[config.mk]
export PLATFORM = sky130hd
export DESIGN_NAME = ge3_back
export DESIGN_NICKNAME = d
export VERILOG_FILES = /design/src/rtl/core/ge3_pkg.sv /design/src/rtl/core/ge3_back.sv
export SDC_FILE = /design/constraint.sdc
export NUM_CORES = 1
export LEC_CHECK = 0
export ABC_AREA = 1
export BUFFER_PORTS_ARGS = -buffer_cell sky130_fd_sc_hd__buf_2
export CAP_MARGIN = 20
export CORE_AREA = 2 2 150 152
export DETAILED_ROUTE_END_ITERATION = 6
export DIE_AREA = 0 0 152 154
export PLACE_DENSITY = 0.52
export SYNTH_ARGS = -nofsm -noshare
export SYNTH_HDL_FRONTEND = slang
export SYNTH_SLANG_ARGS = --single-unit
[constraint.sdc]
create_clock -name clk_i -period 11.6 [get_ports clk_i]
set_input_delay 2.32 -clock clk_i [delete_from_list [all_inputs] [get_ports clk_i]]
set_output_delay 2.32 -clock clk_i [all_outputs]
set_load 0.01 [all_outputs]
[src/rtl/core/ge3_pkg.sv]
// shared constants, types and helpers for the 3x3 grayscale erosion core
package ge3_pkg;

  localparam int MAX_WIDTH   = 1024;
  localparam int ADDR_W      = $clog2(MAX_WIDTH);
  localparam int CFG_W_W     = 11;
  localparam int CFG_H_W     = 16;
  localparam int WCMP_W      = (ADDR_W + 1 > CFG_W_W) ? ADDR_W + 1 : CFG_W_W;
  localparam int PIX_W       = 8;
  localparam int COL_OUT_W   = 10;
  localparam int ROW_W       = 16;
  localparam int CFG_DATA_W  = 16;
  localparam int CFG_IDX_W   = 1;
  localparam int QUEUE_DEPTH = 4;
  localparam int QPTR_W      = $clog2(QUEUE_DEPTH);
  localparam int QCNT_W      = QPTR_W + 1;

  localparam logic [CFG_W_W-1:0] WIDTH_RESET  = CFG_W_W'(640);
  localparam logic [CFG_H_W-1:0] HEIGHT_RESET = CFG_H_W'(480);

  typedef enum logic [CFG_IDX_W-1:0] {
    CFG_FRAME_WIDTH  = 1'b0,
    CFG_FRAME_HEIGHT = 1'b1
  } cfg_reg_e;

  typedef struct packed {
    logic [PIX_W-1:0]     pix_top;
    logic [PIX_W-1:0]     pix_mid;
    logic [PIX_W-1:0]     pix_new;
    logic                 emit;
    logic [COL_OUT_W-1:0] col;
    logic [ROW_W-1:0]     row;
    logic                 last;
  } item_t;

  function automatic logic [PIX_W-1:0] min2(input logic [PIX_W-1:0] a,
                                            input logic [PIX_W-1:0] b);
    return (b < a) ? b : a;
  endfunction

endpackage

[src/rtl/core/ge3_back.sv]
// back end: 3x3 window, min tree and result register
module ge3_back (
  input  logic                            clk_i,
  input  logic                            rst_ni,
  input  logic                            head_valid_i,
  input  ge3_pkg::item_t                  head_i,
  output logic                            pop_o,
  output logic                            result_valid_o,
  input  logic                            result_stall_i,
  output logic [ge3_pkg::PIX_W-1:0]       eroded_value_o,
  output logic [ge3_pkg::PIX_W-1:0]       centre_value_o,
  output logic [ge3_pkg::COL_OUT_W-1:0]   out_column_o,
  output logic [ge3_pkg::ROW_W-1:0]       out_row_o,
  output logic                            frame_last_o
);

  // [row][col], row 0 oldest line, col 2 newest
  logic [ge3_pkg::PIX_W-1:0]     win_q [3][3];
  logic [ge3_pkg::PIX_W-1:0]     m_a, m_b, m_c, m_d, m_e, m_f, m_g, m_min;
  logic                          load_ok, load;
  logic                          out_valid_q, out_valid_d;
  logic [ge3_pkg::PIX_W-1:0]     ero_q, ctr_q;
  logic [ge3_pkg::COL_OUT_W-1:0] col_q;
  logic [ge3_pkg::ROW_W-1:0]     row_q;
  logic                          last_q;

  assign load_ok = !out_valid_q || !result_stall_i;
  assign pop_o   = head_valid_i && (!head_i.emit || load_ok);
  assign load    = pop_o && head_i.emit;

  // min over the shifted window
  always_comb begin
    m_a   = ge3_pkg::min2(win_q[0][1], win_q[0][2]);
    m_b   = ge3_pkg::min2(win_q[1][1], win_q[1][2]);
    m_c   = ge3_pkg::min2(win_q[2][1], win_q[2][2]);
    m_d   = ge3_pkg::min2(head_i.pix_top, head_i.pix_mid);
    m_e   = ge3_pkg::min2(m_a, m_b);
    m_f   = ge3_pkg::min2(m_c, m_d);
    m_g   = ge3_pkg::min2(m_e, m_f);
    m_min = ge3_pkg::min2(m_g, head_i.pix_new);
  end

  always_comb begin
    out_valid_d = out_valid_q;
    if (load) begin
      out_valid_d = 1'b1;
    end else if (!result_stall_i) begin
      out_valid_d = 1'b0;
    end
  end

  always_ff @(posedge clk_i or negedge rst_ni) begin
    if (!rst_ni) begin
      out_valid_q <= 1'b0;
      for (int r = 0; r < 3; r++) begin
        for (int c = 0; c < 3; c++) begin
          win_q[r][c] <= '0;
        end
      end
    end else begin
      out_valid_q <= out_valid_d;
      if (pop_o) begin
        for (int r = 0; r < 3; r++) begin
          win_q[r][0] <= win_q[r][1];
          win_q[r][1] <= win_q[r][2];
        end
        win_q[0][2] <= head_i.pix_top;
        win_q[1][2] <= head_i.pix_mid;
        win_q[2][2] <= head_i.pix_new;
      end
    end
  end

  always_ff @(posedge clk_i) begin
    if (load) begin
      ero_q  <= m_min;
      ctr_q  <= win_q[1][2];
      col_q  <= head_i.col;
      row_q  <= head_i.row;
      last_q <= head_i.last;
    end
  end

  assign result_valid_o = out_valid_q;
  assign eroded_value_o = ero_q;
  assign centre_value_o = ctr_q;
  assign out_column_o   = col_q;
  assign out_row_o      = row_q;
  assign frame_last_o   = last_q;

endmodule

==> results of run 1 <==
registers in the layout (all words and copies together), names as in the netlist:
| signal | flops |
|---|---|
| centre_value_o | 8 |
| eroded_value_o | 8 |
| frame_last_o | 1 |
| out_column_o | 10 |
| out_row_o | 16 |
| result_valid_o | 1 |
| win_q | 48 |
layer usage:
| layer | global-route usage (%) | share of wire, % | routed length (µm) | vias up |
|---|---|---|---|---|
| met5 | 0 | 0 | 0 | - |
| met3 | 3.016 | 4.8 | 645 | 2 |
| met2 | 17.07 | 42 | 5554 | 105 |
| met1 | 17.32 | 53 | 7108 | 1925 |
| li1 | - | - | - | 2283 |
| met4 | 2.848 | 0.40 | 53 | 0 |
placed cells by master (no fill, tap or decap), types with 2 or more instances in the layout:
cell type,synthesis,routed
edfxtp_1,43,43
o21ai_1,4,4
clkbuf_16,0,9
o21a_1,2,2
inv_6,0,2
nor3_4,3,3
ha_1,52,52
o21ai_0,82,82
buf_4,0,3
inv_2,2,3
clkinvlp_4,0,2
nand2_4,3,3
a21oi_1,17,17
nand3_1,31,31
buf_2,0,100
nand2_1,206,206
inv_1,78,77
dfrtp_1,49,49
nand2_8,2,2
a211oi_1,3,3
nor2_1,19,19
nand2_2,24,24
cell type report:
class | instances | area [µm²] | area share (%)
multi-input cells | 452 | 2511 | 38.65
clock buffers | 10 | 239.0 | 3.678
flip-flops and latches | 92 | 2517 | 38.74
well taps | 280 | 350.3 | 5.392
inverters | 81 | 304.0 | 4.679
clock inverters | 6 | 52.55 | 0.8088
repair buffers | 103 | 523.0 | 8.049
cell families after synthesis:
logic type	after synthesis
and+or+nand+nor	289
buffers and inverters	96
DFF	92
AOI/OAI and AO/OA	111
adders and majority gates	52
cells in the mapped netlist, drive strengths merged:
master	count	area, µm²
nand2	235	997.2
o21ai	86	430.4
inv	80	300.3
ha	52	650.6
dfrtp	49	1226
edfxtp	43	1291
nand3	31	155.2
nor2	19	71.32
a21oi	18	93.84
clkbuf	15	56.30
a211oi	4	35.03
nor3	3	48.80
o21a	2	15.01
and2	1	6.260
clkinv	1	3.750
o21bai	1	7.510
critical path: cells and delay by family:
| kind | cells | cell delay [ns] |
|---|---|---|
| and+or+nand+nor | 12 | 1.23 |
| adders and majority gates | 4 | 1.24 |
| buffers and inverters | 5 | 0.60 |
| AOI/OAI and AO/OA | 10 | 2.60 |
stage by stage:
step | util (%) | hold WS (ns) | instances | total power [mW]
2_1_floorplan | - | 0.4453 | 640 | 1.097
3_3_place_gp | 28.61 | 0.4732 | 1008 | 1.285
3_5_place_dp | 28.61 | 0.4840 | 1008 | 1.294
4_1_cts | 29.96 | 0.5020 | 1024 | 1.600
5_1_grt | 29.96 | 0.5133 | 1024 | 1.747
6_report | 29.96 | 0.4933 | 1024 | 1.576
path summary, 6_finish.rpt:
kind | startpoint | endpoint | slack (ns) | cells past startpoint
max | head_i[49] | eroded_value_o[5] | 3.72 | 31
min | win_q[24] | centre_value_o[0] | 0.49 | 0
max reg2reg | win_q[7] | eroded_value_o[5] | 5.26 | 28
min reg2reg | win_q[24] | centre_value_o[0] | 0.49 | 0
max in group asynchronous | rst_ni | win_q[0] | 9.04 | 2
min in group asynchronous | rst_ni | win_q[50] | 2.10 | 2
report_power, final:
part	leakage, nW	total [mW]	internal [mW]	switching (mW)
logic	2.06	0.850	0.299	0.551
registers	1.01	0.432	0.410	0.0219
clock network	0.138	0.294	0.155	0.139
total	3.20	1.58	0.864	0.712
==> metrics, run 1 <==
final hold violations=0; via/cell ratio=around 4.2; FILL cells=roughly 2.3k; die width=roughly 150 µm; pin count of the biggest net entering global routing=64; cell area after synthesis=5389 µm²; Clock Path Buffers=2; post-synthesis mux area share=0%; Num CTS Buffers=9; Setup crit end kind=flop; Yosys reg bits=92; vias in the first global route=slightly below 4k; aggregate routed wire length=13360 µm; crit path DAT=7.98 ns; Hold-fix buffers, CTS=0; xor/xnor share of the synthesized area=0%; RSZ-0062 raised after global routing=false; largest family of logic cells by synthesized area=simple AND/OR/NAND/NOR gates; leakage power=between 3 and 4 nW; final setup fails=0; Worst-Skew Late Latency=around 0.35 ns; final setup slack of the worst path=between 3 and 4 ns; WS Path Type=in -> reg; area delta synth->final=20.57%; H-tree levels=3; wire per inst=13.05 µm; Relative slew margins=approximately two fifths; post-synthesis sequential area ratio=a little under half; setup_tns=0 ns; final slew viol count=0; pre-CTS WS=approximately 3.4 ns; Tightest Pin Transition=roughly 0.92 ns; die height=about 150 µm; layout cells sized above 1=between 20% and 30%; CP required=about 12 ns; initial antenna violation count=0; Compound-Gate Fraction of Synth Area=between 10 and 15%; GRT overflow=0; Post-Synth Simple-Gate Area=a little under a quarter; clk slew on worst S/H paths=~0.07 ns; clk sink count=92; global-route wire length before repair=around 22000 µm; cts repair resizes=0; total track usage=around an eighth; Min Clock Period, post-route=7.876 ns; die area=around 23000 µm²; Max Fclk=around 0.13 GHz; number of buffers added for setup after CTS=0; ANT nets after route=0; drt pass-1 iters=4; Iter 0 DRT Violations=303; status=completed; slowest cell delay on critical path=about 0.60 ns; Cell Area, Placed=about 6200 µm²; Final Skew=about 0.0055 ns; CTS tree=built; Max-cap violations=0; via total after detailed routing=approximately 4.3k; Port Buf Inserts=100; cells after synthesis=640; Max VDD drop=between 0.0001 and 0.00015 V; GPL Wtd Cong=roughly 0.80; # rows=54; Final #Nets=around 850; slowest stage cell, crit path=a211oi_2; yosys warns=0; startpoint types=input port; dpl hpwl=10210 µm; PwrDens=about 240 nW/µm²; number of remaining DRC errors=0; Final period util=between 60% and 70%; starting density of the core=about a quarter; design area=approximately 6500 µm²; # diodes=0; synthesized area per cell=approximately 8.4 µm²; IO Count=101; Root Buffer=clkbuf_16; syn_nets=748; worst-path maximum fanout=15; adder-cell area share of the yosys netlist=roughly 12%; HP Class=reg -> reg; post-synth cell types=23; Core ar.=21690 µm²
Note: power is estimated with default switching activity, not from simulation.
==> run 2, diff against run 1 <==
ABC_AREA = 0   (was 1)
CORE_AREA = 2 2 149 151   (was 2 2 150 152)
DIE_AREA = 0 0 151 153   (was 0 0 152 154)
clock period = 7.9 ns   (was 11.6 ns; I/O delays follow)
==> metrics, run 2 <==
Final Skew=0.009117 ns (+0.003625 ns); GPL Wtd Cong=0.8626 (+8.3%); Root Buffer=clkbuf_16; HP Class=reg -> reg; aggregate routed wire length=13280 µm (-0.61%); met2 Use GR=18.29% (+1.2 points); crit path DAT=7.40 ns (-0.58 ns); via/cell ratio=4.389 (+4.2%); Max Fclk=0.1366 GHz; syn_nets=610 (-18%); die area=23100 µm² (-1.3%); Port Buf Inserts=100 (unchanged); final slew viol count=0 (unchanged); post-synthesis sequential area ratio=47.61% (+0.90 points); Most Used Layer, Global Route=met2; placed cells=882 (-13%); Hold Startpoint=result_valid_o; Post-synth top flop=dfrtp_1; Min Clock Period, post-route=7.318 ns; ANT nets after route=0 (unchanged); switching power=0.7152 mW (+0.44%); met1 Use GR=16.33% (-0.99 points); area of the multi-input gates=2492 µm² (-0.75%); post-synth cell types=49 (+110%); Setup crit end kind=flop; number of flops mapped to enable cells by yosys=43 (unchanged); startpoint types=input port; slowest cell delay on critical path=0.48 ns (-0.12 ns); vias in the first global route=3926 (-0.48%); Worst-Skew Late Latency=0.35 ns (about the same); initial antenna violation count=0 (unchanged); CTS tree=built; most frequent cells in the layout=buf_2 (100), nand2_1 (87), inv_1 (54), mux2i_1 (54), ha_1 (52); layout cells sized above 1=22.94% (+2.0 points); WS Path Type=in -> reg; yosys warns=0 (unchanged); die height=153 µm (-0.65%); Yosys top cell by area=edfxtp_1; final setup fails=0 (unchanged); R2R cell count=28 (unchanged); # rows=54 (unchanged); Synth top area share=24.42% (+0.46 points); RSZ-0062 raised after global routing=false; pin count of the biggest net entering global routing=56 (-13%); PwrDens=306.1 nW/µm² (+26%); Reg area=2517 µm² (unchanged); Clock Path Buffers=2 (unchanged); wire per inst=14.77 µm (+13%); FILL cells=2272 (-2.4%); clk sink count=92 (unchanged); Final period util=between 90% and 100%; Worst R2R End=eroded_value_o[2]; Iter 0 DRT Violations=232 (-23%); Max-cap violations=0 (unchanged); total power=1.993 mW (+26%); flop2flop setup slack=1.14 ns (-4.12 ns); via total after detailed routing=3946 (-8.6%); top post-synthesis cells by count=nand2_1 (87), inv_1 (54), mux2i_1 (54); number of remaining DRC errors=0 (unchanged); global-route wire length before repair=21020 µm (-2.7%); CP required=7.98 ns (-3.72 ns); design area=6511 µm² (+0.21%); worst-path maximum fanout=8 (-7); drt pass-1 iters=4 (unchanged); Final #Nets=722 (-15%); most flop-heavy register=win_q; combinational share of power=45.5% (-8.4 points); Num CTS Buffers=9 (unchanged); Relative slew margins=54.44% (+16 points); GRT overflow=0 (unchanged); Max VDD drop=0.0001098 V (-0.99%); die width=151 µm (-0.66%); number of buffers added for setup after CTS=0 (unchanged); area delta synth->final=23.14%; starting density of the core=24.61% (-0.24 points); Tightest Pin Transition=0.6835 ns (-0.2326 ns); P_int=1.278 mW (+48%); Clock power frac=23.8% (+5.1 points); top-count cell post-synth=nand2_1; sequential share of power=30.7% (+3.3 points); total track usage=11.88% (+0.13 points); cell area after synthesis=5288 µm² (-1.9%); cts repair resizes=0 (unchanged); Yosys reg bits=92 (unchanged); IO Count=101 (unchanged); GR Layer Usage met3=2.448% (-0.57 points); clk slew on worst S/H paths=0.07 ns (about the same); Core Util, Final=30.31% (+0.35 points); Switching Fraction=35.88% (-9.3 points); Hold-fix buffers, CTS=0 (unchanged); Core ar.=21490 µm² (-0.93%); slowest stage cell, crit path=o31ai_2; synthesized area per cell=10.53 µm² (+25%); cells after synthesis=502 (-22%); commonest non-fill, non-tap cell in the layout=buf_2; status=completed; setup_tns=0 ns (unchanged); Synth async-reset ratio=53.26% (unchanged); Cell Area, Placed=6176 µm² (-0.48%); launch point of the worst reg-to-reg path=win_q[53]; final hold violations=0 (unchanged); # diodes=0 (unchanged); Non-Filler Instances=899 (-12%); Hold Path Sink=result_valid_o; dpl hpwl=10200 µm (-0.13%); main area contributors after synthesis=edfxtp_1 (24%), dfrtp_1 (23%), ha_1 (12%); max reg flops=48 (unchanged); H-tree levels=3 (unchanged); worst hold path cell count=1 (+1); leakage power=3.109 nW (-2.9%)
[run 2: worst max path at each step]
| stage | from | end | slack, ns | cells after the start |
|---|---|---|---|---|
| after floorplan | head_i[51] | eroded_value_o[0] | 0.85 | 30 |
| after global placement | head_i[51] | eroded_value_o[2] | 0.33 | 29 |
| after detailed placement | head_i[37] | eroded_value_o[2] | 0.24 | 30 |
| after CTS | head_i[37] | eroded_value_o[2] | 0.61 | 30 |
| after global routing | head_i[45] | eroded_value_o[2] | 0.04 | 31 |
| final | head_i[45] | eroded_value_o[2] | 0.58 | 31 |
[run 2: final cells by class]
type                    instances  area share, %
clock inverters                 6          1.326
clock buffers                  10          3.517
repair buffers                116          9.723
inverters                      54          3.113
well taps                     280          5.380
multi-input cells             341          38.28
flip-flops and latches         92          38.66
[run 2: logic make-up after synthesis]
| group | count (synthesis) | synth area share, % |
|---|---|---|
| mux | 58 | 11.15 |
| xor+xnor | 1 | 0.1657 |
| compound gates | 96 | 12.07 |
| simple gates | 132 | 10.96 |
| flops | 92 | 47.61 |
| buf+inv | 69 | 5.371 |
| fa+ha+maj | 54 | 12.68 |
[run 2: through the flow]
step | hold WS (ns) | setup WS [ns]
final | 0.5025 | 0.5820
after global routing | 0.5382 | 0.04025
after CTS | 0.5077 | 0.6147
after detailed placement | 0.4964 | 0.2421
after global placement | 0.4890 | 0.3288
after floorplan | 0.4687 | 0.8484
[run 2: layer usage]
metal / up-vias / wire length, µm
met4: 0 / 256
met2: 108 / 5770
met1: 1830 / 6545
li1: 1991 / -
met3: 17 / 709
met5: - / 0
[run 2: power groups by stage]
stage,Sequential [mW],Combinational (mW),Clock (mW)
finish,0.612,0.906,0.475
global placement,0.622,0.907,0
detailed placement,0.623,0.908,0
floorplan,0.628,0.671,0
CTS,0.613,0.912,0.495
global route,0.621,1.01,0.511
[run 2: worst max-delay path, delay by kind of cell]
family | cells | cell delay [ns]
muxes | 4 | 0.96
adders and majority gates | 4 | 1.03
buffers and inverters | 7 | 0.96
AOI/OAI and AO/OA | 10 | 2.02
and+or+nand+nor | 6 | 0.83
