## src/rtl/core/ge3_pkg.sv

```systemverilog
// shared constants, types and helpers for the 3x3 grayscale erosion core
package ge3_pkg;

  localparam int MAX_WIDTH   = 1024;
  localparam int ADDR_W      = $clog2(MAX_WIDTH);
  localparam int CFG_W_W     = 11;
  localparam int CFG_H_W     = 16;
  localparam int WCMP_W      = (ADDR_W + 1 > CFG_W_W) ? ADDR_W + 1 : CFG_W_W;
  localparam int PIX_W       = 8;
  localparam int COL_OUT_W   = 10;
  localparam int ROW_W       = 16;
  localparam int CFG_DATA_W  = 16;
  localparam int CFG_IDX_W   = 1;
  localparam int QUEUE_DEPTH = 4;
  localparam int QPTR_W      = $clog2(QUEUE_DEPTH);
  localparam int QCNT_W      = QPTR_W + 1;

  localparam logic [CFG_W_W-1:0] WIDTH_RESET  = CFG_W_W'(640);
  localparam logic [CFG_H_W-1:0] HEIGHT_RESET = CFG_H_W'(480);

  typedef enum logic [CFG_IDX_W-1:0] {
    CFG_FRAME_WIDTH  = 1'b0,
    CFG_FRAME_HEIGHT = 1'b1
  } cfg_reg_e;

  typedef struct packed {
    logic [PIX_W-1:0]     pix_top;
    logic [PIX_W-1:0]     pix_mid;
    logic [PIX_W-1:0]     pix_new;
    logic                 emit;
    logic [COL_OUT_W-1:0] col;
    logic [ROW_W-1:0]     row;
    logic                 last;
  } item_t;

  function automatic logic [PIX_W-1:0] min2(input logic [PIX_W-1:0] a,
                                            input logic [PIX_W-1:0] b);
    return (b < a) ? b : a;
  endfunction

endpackage

```

## src/rtl/core/ge3_queue.sv

```systemverilog
// short fifo between front end and window back end
module ge3_queue (
  input  logic                       clk_i,
  input  logic                       rst_ni,
  input  logic                       push_i,
  input  ge3_pkg::item_t             item_i,
  input  logic                       pop_i,
  output ge3_pkg::item_t             item_o,
  output logic                       valid_o,
  output logic [ge3_pkg::QCNT_W-1:0] count_o
);

  ge3_pkg::item_t                   slot_q [ge3_pkg::QUEUE_DEPTH];
  logic [ge3_pkg::QPTR_W-1:0]       wr_ptr_q, rd_ptr_q;
  logic [ge3_pkg::QCNT_W-1:0]       count_q;
  logic                             do_pop;

  assign valid_o = (count_q != '0);
  assign do_pop  = pop_i && valid_o;
  assign item_o  = slot_q[rd_ptr_q];
  assign count_o = count_q;

  always_ff @(posedge clk_i or negedge rst_ni) begin
    if (!rst_ni) begin
      wr_ptr_q <= '0;
      rd_ptr_q <= '0;
      count_q  <= '0;
    end else begin
      if (push_i) begin
        wr_ptr_q <= wr_ptr_q + ge3_pkg::QPTR_W'(1);
      end
      if (do_pop) begin
        rd_ptr_q <= rd_ptr_q + ge3_pkg::QPTR_W'(1);
      end
      count_q <= count_q + ge3_pkg::QCNT_W'(push_i) - ge3_pkg::QCNT_W'(do_pop);
    end
  end

  always_ff @(posedge clk_i) begin
    if (push_i) begin
      slot_q[wr_ptr_q] <= item_i;
    end
  end

endmodule

```

## config.mk

```make
export PLATFORM = sky130hd
export DESIGN_NAME = ge3_queue
export DESIGN_NICKNAME = d
export VERILOG_FILES = /design/src/rtl/core/ge3_pkg.sv /design/src/rtl/core/ge3_queue.sv
export SDC_FILE = /design/constraint.sdc
export NUM_CORES = 1
export LEC_CHECK = 0
export BUFFER_PORTS_ARGS = -buffer_cell sky130_fd_sc_hd__clkbuf_2
export CORE_MARGIN = 2
export CORE_UTILIZATION = 45
export CTS_CLUSTER_DIAMETER = 150
export DETAILED_ROUTE_END_ITERATION = 6
export GPL_TIMING_DRIVEN = 0
export PLACE_DENSITY = 0.68
export SLEW_MARGIN = 20
export SYNTH_ARGS = -nofsm -noshare
export SYNTH_HDL_FRONTEND = slang
export SYNTH_SLANG_ARGS = --single-unit
export TNS_END_PERCENT = 10
```

## constraint.sdc

```tcl
create_clock -name clk_i -period 2.4 [get_ports clk_i]
set_clock_uncertainty 0.15 [all_clocks]
set_input_delay 0.24 -clock clk_i [delete_from_list [all_inputs] [get_ports clk_i]]
set_output_delay 0.24 -clock clk_i [all_outputs]
set_load 0.03 [all_outputs]
```

==> results of run 1 <==
cell families after synthesis:
| family | Yosys count | share of synthesized area |
|---|---|---|
| compound gates | 3 | 0.00283 |
| flops | 215 | 0.806 |
| simple gates | 6 | 0.00440 |
| xor+xnor | 5 | 0.00550 |
| fa+ha+maj | 7 | 0.0119 |
| buf+inv | 18 | 0.0206 |
| mux | 52 | 0.149 |
worst max-delay path, cell delays in order (launching register included):
cell and delay (ns):
dfrtp_1 0.38, buf_12 0.17, buf_12 0.16, mux4_2 0.53
clkbuf_2 0.20
cell usage after synthesis:
| master | n | area, µm² |
|---|---|---|
| o31a_1 | 1 | 8.76 |
| xor2_1 | 2 | 17.5 |
| buf_6 | 1 | 11.3 |
| buf_2 | 6 | 30.0 |
| dfrtp_1 | 7 | 175 |
| o21ai_0 | 1 | 5.00 |
| or3_1 | 1 | 6.26 |
| fa_1 | 1 | 20.0 |
| mux4_2 | 48 | 1080 |
| nand2_1 | 1 | 3.75 |
| xnor2_1 | 3 | 26.3 |
| mux4_1 | 4 | 105 |
| inv_1 | 6 | 22.5 |
| edfxtp_1 | 208 | 6250 |
| buf_12 | 5 | 100 |
| and2_1 | 4 | 25.0 |
| o311ai_0 | 1 | 8.76 |
| ha_1 | 6 | 75.1 |
routing by layer:
| metal | global-route usage | vias to the layer above | wire length, µm |
|---|---|---|---|
| met4 | 0.0458 | 0 | 230 |
| met2 | 0.252 | 108 | 6880 |
| met3 | 0.0326 | 22 | 801 |
| met5 | 0 | - | 0 |
| met1 | 0.205 | 1939 | 5940 |
| li1 | - | 1706 | - |
registers in the layout (all words and copies together) (netlist names):
| register | flops |
|---|---|
| rd_ptr_q | 2 |
| wr_ptr_q | 2 |
| count_o | 3 |
| slot_q | 208 |
through the flow:
stage	hold WS [ns]	power, mW	setup slack, ns	TNS (ns)
6_report	0.357	12.8	0.0682	0
5_1_grt	0.346	13.5	0.00000289	0
4_1_cts	0.323	13.0	0.0119	0
3_5_place_dp	-0.0657	9.79	0.232	0
3_3_place_gp	-0.0695	9.64	-1.03	-154.33
2_1_floorplan	-0.206	8.47	-0.0171	-0.892
path summary, 6_finish.rpt:
check	startpoint	end	slack, ns	cells after the start
setup / recovery	rd_ptr_q[0]$_DFFE_PN0P_	item_o[18]	0.07	4
hold / removal	item_i[42]	slot_q[2][42]$_DFFE_PP_	0.36	2
setup reg to reg	count_o[1]$_DFF_PN0_	count_o[2]$_DFF_PN0_	0.22	7
hold reg to reg	wr_ptr_q[0]$_DFFE_PN0P_	wr_ptr_q[0]$_DFFE_PN0P_	0.40	1
max in group asynchronous	rst_ni	wr_ptr_q[1]$_DFFE_PN0P_	1.31	3
min in group asynchronous	rst_ni	count_o[0]$_DFF_PN0_	0.55	3
what timing repair did:
action                                 CTS  global route
endpoints found under the hold margin  220             0
setup endpoints to repair                0             8
hold buffers                            56             0
resized for setup                        0             5
power by group:
| group | total [mW] | switching (mW) | internal (mW) |
|---|---|---|---|
| Clock | 3.14 | 1.28 | 1.86 |
| Combinational | 4.61 | 2.80 | 1.81 |
| Sequential | 5.10 | 0.181 | 4.91 |
| Total | 12.8 | 4.26 | 8.59 |
area by class of cell:
class | count | area, µm² | area share
sequential | 215 | 6420 | 0.632
multi-input combinational | 73 | 1390 | 0.137
tap | 225 | 282 | 0.0277
antenna | 1 | 2.50 | 0.000246
buffer | 12 | 153 | 0.0150
clock inverter | 5 | 28.8 | 0.00283
clock buffer | 35 | 651 | 0.0640
timing repair buffer | 171 | 1210 | 0.119
inverter | 6 | 22.5 | 0.00222
==> flow_summary.toml, run 1 <==
[cts]
cts_tree = "done"
htree_levels = 1
cts_sinks = 215
insertion_delay_ns = 0.48
cts-root-buf = "clkbuf_16"
numCtsBuffers = 22
clock_path_buffers = 3
clk_pin_slew_ns = 0.06
post_cts_buffers = 0

[sta]
max_freq_ghz = 0.429
setup_viol = 0
tightest_slew_ns = 0.396
slew_violations = 0
grt_setup_unrepaired = "no"
period_needed_ns = 2.33
hold_viol = 0
finalCritPeriodShare = 0.972
slew_headroom = 0.733

[grt]
gr-usage-all-layers = 0.152
overflow = 0
grt_pass1_wl_um = 21300
grt_max_degree = 38
grt_pass1_vias = 3958
antenna_found_initial = 1

[setup_path]
critical_path_arrival_ns = 1.94
critPathMaxFanout = 10
crit_required_ns = 2.01
start_kind = "register"
criticalPathCategory = "reg2out"
endpoint_kind = "primary output"

[detailed_routing]
drtIter0Drc = 170
wl_per_cell_um = 18.6
detail_route.first_pass.iterations = 6
vias = 3775
viasPerCell = 5.08
route.detailed.drc = 0
ant_nets = 0
wl_um = 13900

[outcome]
outcome = "completed"

[final_layout]
instances_no_fill = 743
drive_above_1_share = 0.404
finalCoreUtilization = 0.588
final_cell_mix = "edfxtp_1 (208), clkbuf_2 (109), dlygate4sd3_1 (56)"
area_growth_pct = 27.6
finalInstanceArea_mm2 = 0.0102
fillers = 1264
layout_commonest_cell = "edfxtp_1"
fin_nets = 564

[synth]
synth_nets = 369
syn_inst = 306
seq_area_frac_synth = 0.806
ys_seq_elements = 215
synth_cell_types = 18
yosysWarnings = 0
syn-cell-area_mm2 = 0.00797
syn_area_per_cell_um2 = 26.0

[run]
maxCapViolCount = 0

[place]
place_area_mm2 = 0.00891
dpl.cell_count = 646
portBuffers = 111
gp_congestion = 0.674
dp.final_hpwl_um = 8160

[pwr]
p_per_area_mw_per_mm2 = 1260
ir_worst_vdd_v = 0.000752
p_leak_nw = 3.60

[die]
ios = 112
die_area_mm2 = 0.0188
dieWidth_um = 137
chipHeight_um = 137
start_util = 0.461
rows = 48
core_mm2 = 0.0173

[min_path]
hp-class = "in2reg"
No activity file was read; power rests on OpenSTA's default activity.
==> run 2, diff against run 1 <==
--- a/config.mk
+++ b/config.mk
@@ -5,13 +5,14 @@
 export SDC_FILE = /design/constraint.sdc
 export NUM_CORES = 1
 export LEC_CHECK = 0
-export BUFFER_PORTS_ARGS = -buffer_cell sky130_fd_sc_hd__clkbuf_2
+export ABC_AREA = 1
+export BUFFER_PORTS_ARGS = -buffer_cell sky130_fd_sc_hd__buf_4
 export CORE_MARGIN = 2
 export CORE_UTILIZATION = 45
 export CTS_CLUSTER_DIAMETER = 150
 export DETAILED_ROUTE_END_ITERATION = 6
 export GPL_TIMING_DRIVEN = 0
-export PLACE_DENSITY = 0.68
+export PLACE_DENSITY = 0.67
 export SLEW_MARGIN = 20
 export SYNTH_ARGS = -nofsm -noshare
 export SYNTH_HDL_FRONTEND = slang
==> run 2 against run 1 <==
  * Sequential share of layout area decreased by 5.6 points
  * Via count increased by 46%
  * First-iteration DRC count increased by 58%
  * Clock power about the same
  * Non-clock buffer count increased by 25
  * Routed wire length increased by 31%
  * Design area increased by 9.8%
  * Worst hold slack got worse by 0.015 ns
  * Synthesized cell count increased by 130%
  * Count of clock-buffer cells in the layout decreased by 7
  * Die area increased by 6.9%
  * Highest routed layer unchanged
==> flow_summary.toml, run 2 <==
[detailed_routing]
drtIter0Drc = 268
wl_per_cell_um = 15.6
route.detailed.drc = 0
detail_route.first_pass.iterations = 5
ant_nets = 0
vias = 5521
viasPerCell = 4.77
wl_um = 18100

[synth]
syn_inst = 710
synth_nets = 773
yosysTopAreaCell = "edfxtp_1"
ys.flop_type = "edfxtp_1"
syn_area_per_cell_um2 = 12.0
postSynth.asyncResetShare = 0.0326
synth_cell_types = 18
synth_area_leaders = "edfxtp_1 (73%), nand2_1 (7.6%), o21ai_0 (5.3%)"
synth_edf_count = 208
yosysMostFrequentCell = "edfxtp_1"
syn-cell-area_mm2 = 0.00854
seq_area_frac_synth = 0.752
ys_seq_elements = 215
yosysWarnings = 0
synth_common_cells = "edfxtp_1 (208), nand2_1 (172), nor2_1 (105)"
synth_top_area_frac = 0.732

[sta]
setup_slack_ns = 0.0794
grt_setup_unrepaired = "yes"
finalCritPeriodShare = 0.967
tightest_slew_ns = 0.477
setup_viol = 0
slew_headroom = 0.682
hold_viol = 0
max_freq_ghz = 0.431
timing.hold.ws_ns = 0.342
tns_ns = 0
slew_violations = 0
period_needed_ns = 2.32

[setup_path]
crit_start = "rd_ptr_q[0]$_DFFE_PN0P_"
cp-endpoint = "item_o[37]"
crit_top_cell = "nand2_1"
criticalPathCategory = "reg2out"
worstReg2RegEnd = "count_o[2]$_DFF_PN0_"
reg2reg_slack_ns = 0.21
start_kind = "register"
crit_required_ns = 2.01
critical_path_arrival_ns = 1.93
endpoint_kind = "primary output"
r2r_start = "count_o[1]$_DFF_PN0_"
critPathMaxFanout = 10
slowest_delay_ns = 0.50
cpLargestDelayFamily = "buffers and inverters"
path_buf_inv = 4
cpMaxStageDelayCell = "dfrtp_2"
worstPathCellList = "buf_8 > buf_6 > buf_8 > nand2_1 > o21ai_1 > nand2_1 > nand2_1 > buf_4"
path_depth = 8
reg2regPathDepth = 11

[grt]
gr-usage-all-layers = 0.177
grt_pass1_vias = 5259
antenna_found_initial = 0
overflow = 0
grt_max_degree = 46
grt_pass1_wl_um = 27200

[die]
core_mm2 = 0.0186
dieWidth_um = 142
rows = 50
chipHeight_um = 142
ios = 112
die_area_mm2 = 0.0201
start_util = 0.458

[run]
maxCapViolCount = 0

[cts]
cts-root-buf = "clkbuf_16"
clock_path_buffers = 3
cts_tree = "done"
htree_levels = 1
clk_pin_slew_ns = 0.06
numCtsBuffers = 22
insertion_delay_ns = 0.49
cts_sinks = 215

[min_path]
hp-class = "in2reg"

[final_layout]
regMostFlops = "slot_q"
antennaDiodeCount = 0
finalCoreUtilization = 0.599
fillers = 1490
finalInstanceArea_mm2 = 0.0112
regArea_mm2 = 0.00642
largest_register_ffs = 208
multi_input_area_mm2 = 0.00170
area_growth_pct = 30.7
final_cell_mix = "edfxtp_1 (208), nand2_1 (169), buf_4 (111)"
fin_nets = 971
layout_commonest_cell = "edfxtp_1"
drive_above_1_share = 0.208

[place]
place_area_mm2 = 0.00976
dp_slack_ns = 0.224
gp_congestion = 0.686
dp.final_hpwl_um = 10600
portBuffers = 111

[outcome]
outcome = "completed"

[pwr]
ir_worst_vdd_v = 0.000725
p_per_area_mw_per_mm2 = 1310
p_leak_nw = 4.55
run 2: through the flow:
| step | instances | power, mW |
|---|---|---|
| after floorplan | 710 | 8.88 |
| after global placement | 1055 | 11.1 |
| after detailed placement | 1059 | 11.2 |
| after CTS | 1157 | 14.5 |
| after global routing | 1158 | 15.4 |
| final | 1158 | 14.6 |
run 2: worst min path at each step:
stage | from | to | slack, ns | depth (start not counted)
6_report | item_i[23] | slot_q[1][23]$_DFFE_PP_ | 0.34 | 2
5_1_grt | item_i[38] | slot_q[0][38]$_DFFE_PP_ | 0.33 | 2
4_1_cts | item_i[29] | slot_q[0][29]$_DFFE_PP_ | 0.32 | 2
3_5_place_dp | rst_ni | count_o[0]$_DFF_PN0_ | -0.09 | 1
3_3_place_gp | rst_ni | count_o[0]$_DFF_PN0_ | -0.09 | 1
2_1_floorplan | rst_ni | count_o[0]$_DFF_PN0_ | -0.21 | 0
run 2: metal layers:
metal  part of all wire  vias to the layer above  wire length (µm)  GRT usage
li1                   -                     2777                 -          -
met1               0.42                     2572              7690      0.227
met2               0.50                      138              9070      0.312
met3              0.047                       34               851     0.0283
met4              0.027                        0               490     0.0537
met5                  0                        -                 0          0
run 2: kinds of logic after synthesis:
logic type | after synthesis | synth area share
adders and majority gates | 7 | 0.0111
buffers and inverters | 101 | 0.0490
DFF | 215 | 0.752
and+or+nand+nor | 279 | 0.123
xor gates and xnor gates | 3 | 0.00308
AOI/OAI and AO/OA | 105 | 0.0616
run 2: final cells by class:
cell class,count,share of cell area
sequential,215,0.576
clock buffer,28,0.0533
multi-input combinational,394,0.153
timing repair buffer,176,0.140
clock inverter,12,0.00751
tap,234,0.0262
inverter,67,0.0241
buffer,32,0.0211
run 2: power breakdown:
part / switching [mW] / leakage (nW) / internal, mW
Sequential: 0.199 / 1.99 / 4.91
Clock: 1.30 / 0.336 / 1.86
Combinational: 4.14 / 2.23 / 2.18
Total: 5.64 / 4.55 / 8.95
run 2: timing repair:
item / CTS / global route
setup buffers: 2 / 1
endpoints found under the hold margin: 218 / 0
cloned: 0 / 2
endpoints found under the setup margin: 52 / 42
resized for setup: 15 / 42
hold buffers: 56 / 0
==> run 3, diff against run 2 <==
--- a/config.mk
+++ b/config.mk
@@ -6,13 +6,13 @@
 export NUM_CORES = 1
 export LEC_CHECK = 0
 export ABC_AREA = 1
-export BUFFER_PORTS_ARGS = -buffer_cell sky130_fd_sc_hd__buf_4
+export BUFFER_PORTS_ARGS = -buffer_cell sky130_fd_sc_hd__buf_2
 export CORE_MARGIN = 2
 export CORE_UTILIZATION = 45
 export CTS_CLUSTER_DIAMETER = 150
 export DETAILED_ROUTE_END_ITERATION = 6
 export GPL_TIMING_DRIVEN = 0
-export PLACE_DENSITY = 0.67
+export PLACE_DENSITY = 0.7
 export SLEW_MARGIN = 20
 export SYNTH_ARGS = -nofsm -noshare
 export SYNTH_HDL_FRONTEND = slang
==> constraint.sdc (replaced) <==
create_clock -name clk_i -period 2.6 [get_ports clk_i]
set_clock_uncertainty 0.15 [all_clocks]
set_input_delay 0.26 -clock clk_i [delete_from_list [all_inputs] [get_ports clk_i]]
set_output_delay 0.26 -clock clk_i [all_outputs]
set_load 0.03 [all_outputs]
==> run 3 against run 2 <==
  * Design area fell by 3.6%
  * Flip-flop and latch count did not move
  * Worst hold slack got worse by 0.0096 ns
  * First-iteration DRC count rose by 52%
  * Cell count fell by 0.17%
  * Sequential power fell by 7.8%
  * Critical path depth fell by 2
  * Total power fell by 12%
  * Sequential share of layout area rose by 2.2 points
  * Routed wire length rose by 0.13%
  * Register-to-register slack improved by 0.16 ns
  * Critical endpoint is now item_o[3]
  * Largest cell class unchanged
  * Highest routed layer unchanged
==> flow_summary.toml, run 3 (synthesis results as in run 2) <==
[outcome]
outcome = "completed"

[die]
die_area_mm2 = 0.0201
ios = 112
dieWidth_um = 142
chipHeight_um = 142
core_mm2 = 0.0186
rows = 50
start_util = 0.458

[detailed_routing]
ant_nets = 0
wl_um = 18100
vias = 5591
drtIter0Drc = 408
detail_route.first_pass.iterations = 5
route.detailed.drc = 0
viasPerCell = 4.84
wl_per_cell_um = 15.7

[final_layout]
final_cell_mix = "edfxtp_1 (208), nand2_1 (172), buf_2 (124)"
layout_commonest_cell = "edfxtp_1"
finalInstanceArea_mm2 = 0.0108
antennaDiodeCount = 0
multi_input_area_mm2 = 0.00170
drive_above_1_share = 0.183
regMostFlops = "slot_q"
regArea_mm2 = 0.00642
instances_no_fill = 1156
fin_nets = 969
fillers = 1521
area_growth_pct = 26.0
largest_register_ffs = 208

[sta]
finalCritPeriodShare = 0.951
period_needed_ns = 2.47
grt_setup_unrepaired = "no"
hold_viol = 0
setup_viol = 0
max_freq_ghz = 0.404
slew_headroom = 0.606
slew_violations = 0
tightest_slew_ns = 0.591

[setup_path]
path_buf_inv = 4
crit_required_ns = 2.19
reg2regPathDepth = 11
cpLargestDelayFamily = "buffers and inverters"
critical_path_arrival_ns = 2.06
worstReg2RegEnd = "count_o[2]$_DFF_PN0_"
reg2reg_slack_ns = 0.37
cpMaxStageDelayCell = "dfrtp_1"
worstPathCellList = "clkinv_1 > buf_2 > buf_2 > nand2_1 > nand2_1 > buf_2"
endpoint_kind = "primary output"
critPathMaxFanout = 10
criticalPathCategory = "reg2out"
start_kind = "register"
crit_top_cell = "buf_2"
slowest_delay_ns = 0.38
r2r_start = "count_o[1]$_DFF_PN0_"

[pwr]
ir_worst_vdd_v = 0.000630
p_leak_nw = 4.40
p_per_area_mw_per_mm2 = 1190

[grt]
gr-usage-all-layers = 0.181
grt_pass1_vias = 5358
grt_max_degree = 48
antenna_found_initial = 0
overflow = 0
grt_pass1_wl_um = 28000

[place]
dp.final_hpwl_um = 10700
portBuffers = 111
gp_congestion = 0.740
place_area_mm2 = 0.00950
dpl.cell_count = 1059

[cts]
htree_levels = 1
post_cts_buffers = 0
insertion_delay_ns = 0.50
clk_pin_slew_ns = 0.06
cts_sinks = 215
cts-root-buf = "clkbuf_16"
numCtsBuffers = 23
clock_path_buffers = 3
cts_tree = "done"

[min_path]
whs_endpoint = "rd_ptr_q[1]$_DFFE_PN0P_"
hold_depth = 2
min_from = "rd_ptr_q[1]$_DFFE_PN0P_"
hp-class = "reg2reg"

[run]
maxCapViolCount = 0
-- run 3: cell types whose count changed in the layout (fill, tap and decap cells not counted), moves of 4 or more --
cell | previous run | this run
buf_2 | 14 | 124
buf_1 | 0 | 4
clkbuf_1 | 7 | 17
clkinv_2 | 7 | 0
buf_6 | 9 | 3
buf_4 | 111 | 1
-- run 3: layout make-up --
type | instances | area share
plain buffers | 34 | 0.0171
clock buffers | 35 | 0.0586
clock inverters | 6 | 0.00454
inverters | 67 | 0.0243
multi-input cells | 394 | 0.158
flip-flops and latches | 215 | 0.597
well taps | 234 | 0.0272
repair buffers | 171 | 0.113
-- run 3: worst max path at each step --
stage	from	endpoint	cells past startpoint
2_1_floorplan	count_o[1]$_DFF_PN0_	count_o[2]$_DFF_PN0_	11
3_3_place_gp	push_i	slot_q[3][29]$_DFFE_PP_	4
3_5_place_dp	count_o[1]$_DFF_PN0_	count_o[2]$_DFF_PN0_	11
4_1_cts	rd_ptr_q[0]$_DFFE_PN0P_	item_o[35]	5
5_1_grt	rd_ptr_q[1]$_DFFE_PN0P_	item_o[3]	6
6_report	rd_ptr_q[1]$_DFFE_PN0P_	item_o[3]	6
-- run 3: metal layers --
| metal | vias to the layer above | part of all wire | GRT usage |
|---|---|---|---|
| met4 | 0 | 0.020 | 0.0432 |
| met3 | 29 | 0.061 | 0.0317 |
| met2 | 164 | 0.50 | 0.325 |
| met5 | - | 0 | 0 |
| li1 | 2776 | - | - |
| met1 | 2622 | 0.42 | 0.230 |
-- run 3: worst reg2reg max path, stage by stage, from the launching register on --
cell     delay, ns
dfrtp_1       0.41
nor2_1        0.11
nand2_1       0.12
nand2_1       0.11
inv_1         0.05
ha_1          0.27
inv_1         0.04
ha_1          0.18
fa_1          0.41
xor2_1        0.16
nand2_1       0.06
nand2_1       0.04
-- run 3: power by group --
| group | leakage (nW) | internal (mW) | total [mW] | switching [mW] |
|---|---|---|---|---|
| registers | 1.99 | 4.54 | 4.71 | 0.168 |
| clock network | 0.326 | 1.76 | 2.96 | 1.21 |
| logic | 2.08 | 1.45 | 5.18 | 3.73 |
-- run 3: stage by stage --
| step | setup WS [ns] | hold slack (ns) | utilization | TNS [ns] | power [mW] |
|---|---|---|---|---|---|
| after floorplan | 0.145 | -0.186 | - | 0 | 8.20 |
| after global placement | -0.503 | -0.0473 | 0.503 | -97.20 | 9.80 |
| after detailed placement | 0.389 | -0.0458 | 0.509 | 0 | 9.93 |
| after CTS | -0.0479 | 0.334 | 0.576 | -0.409 | 13.0 |
| after global routing | 0.00486 | 0.357 | 0.577 | 0 | 13.6 |
| final | 0.127 | 0.332 | 0.577 | 0 | 12.8 |
-- run 3: repair_timing --
action / CTS / global route
hold endpoints to repair: 218 / 0
endpoints found under the setup margin: 50 / 29
gates resized for setup: 8 / 7
hold buffers: 56 / 0
